===== src/rtl/bscf_ram.sv =====
// generic single write port, single read port ram with registered read
module bscf_ram #(
  parameter int WIDTH = 64,
  parameter int DEPTH = 64
) (
  input  logic                                         clk,
  input  logic                                         we,
  input  logic [((DEPTH > 1) ? $clog2(DEPTH) : 1)-1:0] waddr,
  input  logic [WIDTH-1:0]                             wdata,
  input  logic                                         re,
  input  logic [((DEPTH > 1) ? $clog2(DEPTH) : 1)-1:0] raddr,
  output logic [WIDTH-1:0]                             rdata
);

  logic [WIDTH-1:0] mem [DEPTH];

  always_ff @(posedge clk) begin
    if (we) begin
      mem[waddr] <= wdata;
    end
    if (re) begin
      rdata <= mem[raddr];
    end
  end

endmodule


===== config.mk =====
export PLATFORM = sky130hd
export DESIGN_NAME = bscf_ram
export DESIGN_NICKNAME = d
export VERILOG_FILES = /design/src/rtl/bscf_ram.sv
export SDC_FILE = /design/constraint.sdc
export NUM_CORES = 2
export LEC_CHECK = 0
export ABC_AREA = 1
export BUFFER_PORTS_ARGS = -buffer_cell sky130_fd_sc_hd__buf_2
export CAP_MARGIN = 20
export CELL_PAD_IN_SITES_DETAIL_PLACEMENT = 1
export CELL_PAD_IN_SITES_GLOBAL_PLACEMENT = 1
export CORE_MARGIN = 2
export CORE_UTILIZATION = 55
export CTS_CLUSTER_SIZE = 14
export DETAILED_ROUTE_END_ITERATION = 8
export GPL_ROUTABILITY_DRIVEN = 0
export GPL_TIMING_DRIVEN = 1
export PLACE_DENSITY = 0.8
export SETUP_SLACK_MARGIN = 0.15
export SLEW_MARGIN = 20
export SYNTH_ARGS = -nofsm -noshare
export SYNTH_HDL_FRONTEND = slang
export SYNTH_SLANG_ARGS = --single-unit

===== constraint.sdc =====
create_clock -name clk -period 14.95 [get_ports clk]
set_input_delay 2.99 -clock clk [delete_from_list [all_inputs] [get_ports clk]]
set_output_delay 2.99 -clock clk [all_outputs]
set_load 0.03 [all_outputs]

* Word level (Yosys, flattened, before mapping)
Memory sizes are Yosys's and may differ from the RTL's. A register that Yosys moved wholly into a read port is not among the register bits.
Cells that the tools add are included.
W data, S select, Z words.
** Storage, ports and cells
- Register bits after elaboration :: 0
- Bits in latches :: 0
- Bits in writable memories :: 4096
- Memory bits (read-only) :: 0
- Input bits :: 79
- Output and inout port bits :: 64
- Logic and storage cells :: 3
- Memories :: 1
** Operators by class
- Add/subtract/negate cells :: 0
- Multipliers :: 0
- Divide/modulo/power cells :: 0
- Order comparisons :: 0
- Equality and inequality tests :: 0
- Shift-type cells :: 0
- Mux-type cells :: 2
- Bitwise logic cells :: 0
- Reductions and logical operators :: 0
** Memories
- mem :: words 64, width 64, read ports 1, clocked after Yosys merged registers in 1, wr ports 1, line 15 : logic [WIDTH-1:0] mem [DEPTH];
** Operator list (number)
- $mux W1 :: 2

* Depth between registers and ports, before layout
- Word-level depth :: 2
- Gate-level depth with buffers :: 13
- Gate-level depth less buffers :: 9

* Worst setup path after synthesis
Ideal clock, no wire load.
- Path kind :: input to register
- Start point :: input port we
- End point :: memory mem[48][0] (enable)
- Data arrival time :: 9.626 ns
- Slack :: 4.678 ns
- Cell stages on the path :: 3
- Path buffers :: 1
- Cell sequence :: clkbuf_1 > nand4_1 > nor4_1
** On the way
- Word-level cells in the longest chain between the ends :: 2
** RTL lines
- start, declared :: line 7 : input logic we,
- $mux W1 :: line 18 : if (we) begin
- $mux W1 (not written as such) :: line 19 : mem[waddr] <= wdata;
- end, declared :: line 15
Every way passes these cells.

==> run metrics <==
GRT Total Usage 0.388; DRC 0; HPWL after detailed placement 303,000 um; r2r worst-path depth 8; max_cap viols 0; Hold EP rdata[5]; top_reg_cell synth edfxtp_1; WHS 852 ps; total congestion overflow 0; flop2flop setup slack around 13,000 ps; Worst Skew 87.7 ps; final setup vio count 0; placed cell area 0.170 sq mm; critical path class primary input to flip-flop; CP endpoint kind flip-flop; Final Hold Vio Count 0; TritonRoute pass-1 iters 6; top-count cell post-synth nand2_1; initial drt markers approximately 18k; Clock Pin Slew Worst Setup and Hold Paths 60 ps; largest fanout on the critical path between 90 and 100; Cell Area, Synth 0.166 sq mm; Hold Path Class flip-flop to flip-flop; multi-input logic area 0.0366 sq mm; hold path depth 8; Yosys top cell area share 0.753; final worst path period share 0.504; Slew @ Worst Pin 1470 ps; vias in the first global route 124k; CTS Buf Count between 400 and 500; Detailed Route WL 603,000 um; DR vias about 120k; Sink Count 4,160; antenna-violating nets left 0; startpoint types primary input; Resized Gates After CTS 0; chip width 553 um; Critical Path AT approximately 8300 ps; fraction of registers with async set/reset 0; Syn Inst Count 13.4k; Die H 553 um; Avg WL per Cell 34.1 um; setup TNS 0 ps; Clock Path Buffers 4; reg2reg end rdata[55]; core box area 0.300 sq mm; H-tree depth 5; max frequency 0.133 GHz; Setup Buffers After CTS 0; root buf cell clkbuf_16; antenna violations before repair 43; Initial Util 0.553; #FFs+latches synth around 4.2k; share of layout cells above drive strength 1 0.0758; Mean Syn Cell Area 12.4 sq um; Slew headroom 0.0233; Post-synth EDFFs 4,160; post-synth top area cell edfxtp_1; Power Dens Cells 136 mW/mm^2; hold_buf cts 0; first-pass GRT wire length roughly 860,000 um; die area roughly 0.31 sq mm; top cells by area, synth edfxtp_1 75%, nand3_1 12%, nand2_1 10%, buf_2 1.5%, buf_4 0.61%; final net count 13.4k; CTS tree done; post-synthesis sequential area ratio 0.753; Leakage Power 64.2 nW; Fillers 29.1k; I/O Buffers 142; required time worst endpoint roughly 16,000 ps; synthesis-to-layout area growth 10.5%; final core area utilization 0.611; storage element area 0.125 sq mm; min-delay src mem[8][5]; Site Rows 201; largest net degree at the start of global routing 277; outcome complete, no violations; Netlist cell types 15; Final min period 7540 ps; RSZ-0062 raised after global routing false; io pins 143; final instance area 0.183 sq mm; Slew Viols, Final 0; Synthesized Nets 13.5k; VDD IR-drop max 133 uV; Commonest cells post-synth 4,416 x nand2_1, 4,160 x edfxtp_1, 3,847 x nand3_1; Yosys Warn Count 0; Worst R2R Start mem[0][55]; worst skew pair latency 1020 ps; routed vias/inst 6.74
stage by stage:
step / setup WS, ps / total power [mW] / cells
2_1_floorplan: 4680 / 14.0 / 13405
3_3_place_gp: 6730 / 14.6 / 16859
3_5_place_dp: 6580 / 14.6 / 16868
4_1_cts: 7600 / 25.0 / 17615
5_1_grt: 7320 / 25.5 / 17642
6_report: 7410 / 25.0 / 17655
where the power goes:
part / switching [mW] / internal (mW)
registers: 0.0459 / 12.9
logic: 1.17 / 0.324
clock network: 4.65 / 5.90
total: 5.86 / 19.2
final cells by class:
cell class / count / share of cell area
diodes: 31 / 0.000423
flip-flops and latches: 4160 / 0.681
clock inverters: 236 / 0.0136
multi-input cells: 8336 / 0.200
clock buffers: 511 / 0.0595
inverters: 12 / 0.000600
repair buffers: 411 / 0.0180
well taps: 3958 / 0.0270
kinds of logic after synthesis:
| logic type | synth area share |
|---|---|
| buffers and inverters | 0.0294 |
| DFF | 0.753 |
| and+or+nand+nor | 0.218 |
worst max-delay path by stage:
stage,from,cells past startpoint,slack (ps),to
6_report,raddr[1],12,7410,rdata[20]
3_3_place_gp,raddr[1],12,6730,rdata[18]
5_1_grt,raddr[1],12,7320,rdata[20]
2_1_floorplan,we,3,4680,mem[48][0]
4_1_cts,raddr[1],12,7600,rdata[20]
3_5_place_dp,raddr[1],12,6580,rdata[18]
layer usage:
metal  vias up  part of all wire  track usage
met4        16             0.074        0.256
met5         -           0.00052            0
met3      2352              0.12       0.0894
met2      9077              0.47        0.609
li1      47793                 -            -
met1     59767              0.34        0.486
sequential cells by signal (all words and copies together), names as in the netlist:
name and cells:
mem 4096, rdata 64
placed cells by master, fill, tap and decap left out, types with 7 or more instances in the layout:
cell type / count
buf_2: 105
clkbuf_16: 423
inv_16: 7
buf_16: 10
inv_6: 7
nand2_1: 4416
clkbuf_1: 88
diode_2: 31
clkinv_1: 104
clkinvlp_4: 8
buf_12: 19
clkinv_16: 11
nand4_1: 9
edfxtp_1: 4160
nor2_4: 56
clkinv_2: 58
bufinv_16: 41
buf_4: 271
nor4_2: 8
nand3_1: 3847
worst max-delay path: stages:
cell and delay, ps:
buf_8 530, buf_4 940, buf_4 970, buf_4 880, buf_4 810, nand3_1 220, nand3_1 210, nand3_1 150
nand3_1 140, nand2_1 80, nand2_1 70, nand2_1 60
(Power assumes the default switching activity.)
