**config.mk**
```make
export PLATFORM = sky130hd
export DESIGN_NAME = bscf_word_find
export DESIGN_NICKNAME = d
export VERILOG_FILES = /design/src/rtl/bscf_pkg.sv /design/src/rtl/bscf_word_find.sv
export SDC_FILE = /design/constraint.sdc
export NUM_CORES = 1
export LEC_CHECK = 0
export ABC_AREA = 1
export ABC_CLOCK_PERIOD_IN_PS = 4000
export BUFFER_PORTS_ARGS = -buffer_cell sky130_fd_sc_hd__buf_2
export CAP_MARGIN = 5
export CORE_MARGIN = 2
export CORE_UTILIZATION = 37
export DETAILED_ROUTE_END_ITERATION = 12
export GPL_TIMING_DRIVEN = 0
export PLACE_DENSITY = 0.81
export SLEW_MARGIN = 10
export SYNTH_ARGS = -nofsm -noshare
export SYNTH_HDL_FRONTEND = slang
export SYNTH_SLANG_ARGS = --single-unit
```
**constraint.sdc**
```tcl
create_clock -name vclk -period 4
set_input_delay 0.6 -clock vclk [all_inputs]
set_output_delay 0.6 -clock vclk [all_outputs]
set_load 0.1 [all_outputs]
```
**src/rtl/bscf_pkg.sv**
```systemverilog
// shared constants, codes and types of the bitmap set / clear / find-first block
package bscf_pkg;

  localparam int WORD_BITS  = 64;
  localparam int NUM_WORDS  = 64;
  localparam int BIT_W      = $clog2(WORD_BITS);
  localparam int WADDR_W    = (NUM_WORDS > 1) ? $clog2(NUM_WORDS) : 1;
  localparam int TOTAL_BITS = NUM_WORDS * WORD_BITS;

  localparam int MODE_W = 3;
  localparam int POS_W  = 12;
  localparam int IDX_W  = 13;

  localparam int CFG_AW = 3;
  localparam int CFG_DW = 32;

  localparam logic CFG_REG_BITS_IN_USE = 1'b0;
  localparam logic [IDX_W-1:0] BITS_IN_USE_RST = IDX_W'(4096);

  typedef enum logic [MODE_W-1:0] {
    MODE_SET       = 3'd0,
    MODE_CLEAR     = 3'd1,
    MODE_TEST      = 3'd2,
    MODE_FIND_ZERO = 3'd3,
    MODE_FIND_ONE  = 3'd4
  } mode_t;

  typedef enum logic [2:0] {
    ST_IDLE,
    ST_RMW_RD,
    ST_RMW_WR,
    ST_SCAN,
    ST_DONE
  } state_t;

  typedef struct packed {
    logic             bit_value;
    logic [IDX_W-1:0] found_index;
    logic             found;
  } result_t;

endpackage

```
**src/rtl/bscf_word_find.sv**
```systemverilog
// lowest matching bit of one bitmap word under a range mask
module bscf_word_find (
  input  logic [bscf_pkg::WORD_BITS-1:0] data,
  input  logic [bscf_pkg::WORD_BITS-1:0] mask,
  input  logic                           target,
  output logic                           hit,
  output logic [bscf_pkg::BIT_W-1:0]     bit_idx
);

  logic [bscf_pkg::WORD_BITS-1:0] cand;

  assign cand = (target ? data : ~data) & mask;
  assign hit  = |cand;

  always_comb begin
    bit_idx = '0;
    for (int i = bscf_pkg::WORD_BITS - 1; i >= 0; i--) begin
      if (cand[i]) begin
        bit_idx = bscf_pkg::BIT_W'(i);
      end
    end
  end

endmodule

```
==> Word level (Yosys, flattened, before mapping) <==
Index checks and enable logic that the tools add are counted.
{ "totals": {"elab_cells": 68, "mem_bits_rw": 0, "ff_bits": 0, "latchBits": 0, "romBits": 0, "mem_count": 0, "inputBits": 129, "output_inout_bits": 7} }
{ "op_classes": {"n_addsub": 0, "n_bitwise": 2, "muxes": 65, "magnitude_cmp": 0, "div_mod_pow": 0, "n_shift": 0, "reduce_logical": 1, "n_eq_ne": 0, "mul": 0} }
{ "op_table": {"columns": ["op", "n"], "rows": [
  ["$mux W6", 64],
  ["$and A64 B64 Y64", 1],
  ["$mux W64", 1],
  ["$not A64 Y64", 1],
  ["$reduce_or A64 Y1", 1]
]} }

==> Depth between registers and ports, before layout <==
{ "depth": {"word_depth": 67, "ltp_mapped": 67, "ltp_nobuf": 66} }

==> Least setup slack after synthesis <==
No wires, ideal clock.
{ "synth_timing": {"path_type": "input-to-output", "start": "in target", "end": "out bit_idx[5] (netlist bit)", "t_arrival_ns": 5.803, "path_slack_ns": -2.403, "path_buffers": 7, "path_stages": 15, "t_required_ns": 3.400, "cell_sequence": "buf_6 buf_4 buf_2 buf_2 buf_2 buf_2 buf_2 xnor2_1 nand2_1 nand2_1 nor2_1 nand2_1 nor2_1 inv_1 nor4_1"} }
{ "synth_between": {"elab_chain_cells": 66} }
{ "synth_lines": {"columns": ["item", "line_no", "text"], "rows": [
  ["start, declared", "bscf_word_find.sv:5", "input logic target,"],
  ["$mux W64 (*)", "bscf_word_find.sv:12", "assign cand = (target ? data : ~data) & mask;"],
  ["$and A64 B64 Y64 (*)", "bscf_word_find.sv:12", null],
  ["$mux W6 (63 in a row)", "bscf_word_find.sv:18", "if (cand[i]) begin"],
  ["$mux W6 (*)", "bscf_word_find.sv:18", null],
  ["end, declared", "bscf_word_find.sv:7", "output logic [bscf_pkg::BIT_W-1:0] bit_idx"]
]} }
Mark *: on every way between the ends. The rest lies on a longest branch, timed or not.

==> Worst setup path in the final report <==
{ "layout_timing": {"start": "in target", "end": "out bit_idx[1] (netlist bit)"} }
The elaborated chain is that of the path after synthesis.

==> impl_summary.md <==
Run status
The run finished, with violations left. The checks that failed: setup timing.

Synthesis
The share of synthesized area in the top cell type comes to 0.367. The gate count after technology mapping is around 300. The synthesized netlist contains 22 unique library cells. Summing every instance area after synthesis gives about 1600 um^2.

By count the netlist is led by nand2_1, xnor2_1, nor2_1. The mean area per synthesized cell is ~5.2 um^2. The number of warnings printed during yosys synthesis is 0. The share of synthesized area occupied by flip-flops and latches is 0. The cell taking the most area after synthesis is nand2_1.

The library cell with the highest instance count after synthesis is nand2_1. The synthesized net count is 438. After synthesis, the cell types taking the most area are nand2_1, xnor2_1, nor2_1.

Final layout
The layout cell share with drive strength beyond 1 is 0.419. The utilization after layout is 0.651. The non-filler instance count after layout is 504. The area growth from synthesis to layout is 66.7%.

Summing all multi-input logic gate instances after layout gives 1650 um^2. Registers take 0 um^2. The final-layout clock buffer total is 0. The count of fill cells added during filler insertion is between 300 and 400. There are 0 flip-flops and latches. The diode insertion count for antenna repair is 0. In the final design database the tool counted 585 nets.

STA
The final-layout setup total negative slack is -1830 ps. The portion of the clock cycle consumed by the worst path in the final layout is 1.25. Setup repair after global routing could not meet its margin everywhere. The total count of hold-check failures in the final report is 0. The peak clock frequency supported by timing is 200 MHz. Setup violations remaining at the end of the flow were counted as 2. For the pin with the worst max-slew slack, the measured transition is slightly below 500 ps. The clock period minus worst slack is between 5000 and 6000 ps. Across all setup checks in the final design, the least slack found is -1010 ps. The worst-case headroom to the max-slew limit is 0.669. The total count of max-transition violations in the final report is 0.

Floorplan
Measured along the x axis, the die boundary spans around 70 um. In this run the count of I/O pins placed on the die edge is approximately 140. For this configuration, the core starts out at a cell density of 0.390.

The core region is around 4100 um^2. The die covers 4850 um^2. The row count is 23. The die is ~70 um tall.

Pwr
The part of the total power dissipated in the clock network is 0. The combinational power share is 1.000. Of the total power, registers draw 0. In this run the static leakage power is roughly 1.5 nW. The peak supply drop is approximately 0.11 mV. The total chip power is around 0.00042 W. Summed over all nets, the switching power comes to 0.000225 W. The internal portion of the total power is 0.000193 W. Of the total power, the share spent switching nets is 0.538.

The power per cell area is around 160 nW/um^2.

Job
The count of max-cap constraint violations is 0.

Worst setup path
The peak per-stage delay on the critical path is 180 ps. The slowest library cell on the worst path is o211ai_1. The worst setup path is of the input pin to output port kind. The most numerous cell type found on the critical path is nor2_1. STA classifies the critical path endpoint as an output port. STA puts the critical path data arrival time at approximately 4400 ps. The nature of the critical path startpoint is an input pin. Along the worst path, the maximum fanout reaches 7. For the worst setup path, the data required time is approximately 3400 ps.

Global route
The total overflow left after global routing is 0. The via count of the first global-routing pass is 2046. The wire length of the first global-routing pass is about 7500 um. In the global route stage, overall resource usage came out at 0.169.

The initial antenna violation count is 0. The largest net degree at the start of global routing is 11.

Place
At the end of routability-driven placement, the weighted congestion stood at about 0.76. The minimum setup slack after placement is -981 ps. The count of buffers from port buffering is around 140.

Summed over all nets, the half-perimeter wirelength after detailed placement is about 4000 um. In this run, placement finished with an instance count of 494.

Drt
The first-iteration detailed-routing DRC count is 29. The routed layout has between 2000 and 2500 vias. After detailed routing, the number of vias per cell comes to roughly 4.5. After detailed routing, the total wire length is 4610 um.

The first detailed-routing pass ran for 4 iterations. The average wire per standard cell is slightly above 9 um. The final antenna-violating net count is 0. For this run, design rule violations remaining after detail routing come to 0.

Min path
The kind of path behind the tightest hold check is input pin to output port.

Clocking
After clock tree synthesis, the flow added hold-fix buffers numbering 0.
==> power groups by stage <==
stage | clock, W | sequential, W | combinational (W)
after floorplan | 0 | 0 | 0.000273
after global placement | 0 | 0 | 0.000369
after detailed placement | 0 | 0 | 0.000375
after CTS | 0 | 0 | 0.000392
after global routing | 0 | 0 | 0.000466
final | 0 | 0 | 0.000417
==> what timing repair did <==
| item | CTS | global route |
|---|---|---|
| endpoints found under the setup margin | 7 | 4 |
| pin swaps | 1 | 26 |
| resized for setup | 16 | 28 |
| setup buffers | 1 | 9 |
==> per-layer routing <==
layer,global-route usage,part of all wire
met5,0,0
met4,0.0150,0.012
met3,0.0102,0.059
met2,0.364,0.54
met1,0.181,0.39
==> logic make-up (layout without fill, tap and decap cells) <==
kind of cell / after synthesis / in the layout / share of synthesized area
simple gates: 222 / 222 / 0.563
buf+inv: 10 / 155 / 0.0361
compound gates: 16 / 16 / 0.0659
xor+xnor: 61 / 61 / 0.335
==> metrics by stage <==
step / cell area (um^2) / hold slack, ps
after global placement: 2430 / 1750
after CTS: 2490 / 1650
after global routing: 2660 / 1660
after detailed placement: 2430 / 1750
final: 2660 / 1650
after floorplan: 1690 / 1490
==> layout by cell type, fill, tap and decap left out <==
cell,n
a21boi_4,1
a21oi_1,1
a21oi_4,2
a31oi_1,5
buf_12,3
buf_2,130
buf_4,3
buf_6,11
buf_8,5
inv_1,2
inv_8,1
nand2_1,152
nand2_2,21
nand2_4,2
nand3_1,2
nand3_2,1
nor2_1,32
nor2_2,5
nor2_4,2
nor3_1,3
nor4_1,1
nor4_4,1
o211ai_1,2
o21ai_0,1
o21ai_1,1
o21bai_1,2
o31ai_1,1
xnor2_1,59
xnor2_2,2
==> worst paths after layout <==
| kind | slack [ps] | cells past startpoint | end | start |
|---|---|---|---|---|
| worst min-delay path | 1650 | 5 | bit_idx[0] | mask[2] |
| worst max-delay path | -1010 | 38 | bit_idx[1] | target |
==> cell type report <==
cell class	instances	share of cell area
multi-input combinational	299	0.619
timing repair buffer	145	0.311
buffer	7	0.0400
tap	50	0.0235
inverter	3	0.00706
==> worst max-delay path: cells and delay by family <==
family | cells | cell delay (ps)
AND/OR/NAND/NOR | 19 | 1540
AO/OA/AOI/OAI | 7 | 860
XOR/XNOR | 1 | 130
buffers and inverters | 11 | 1240
(Power assumes the default switching activity.)
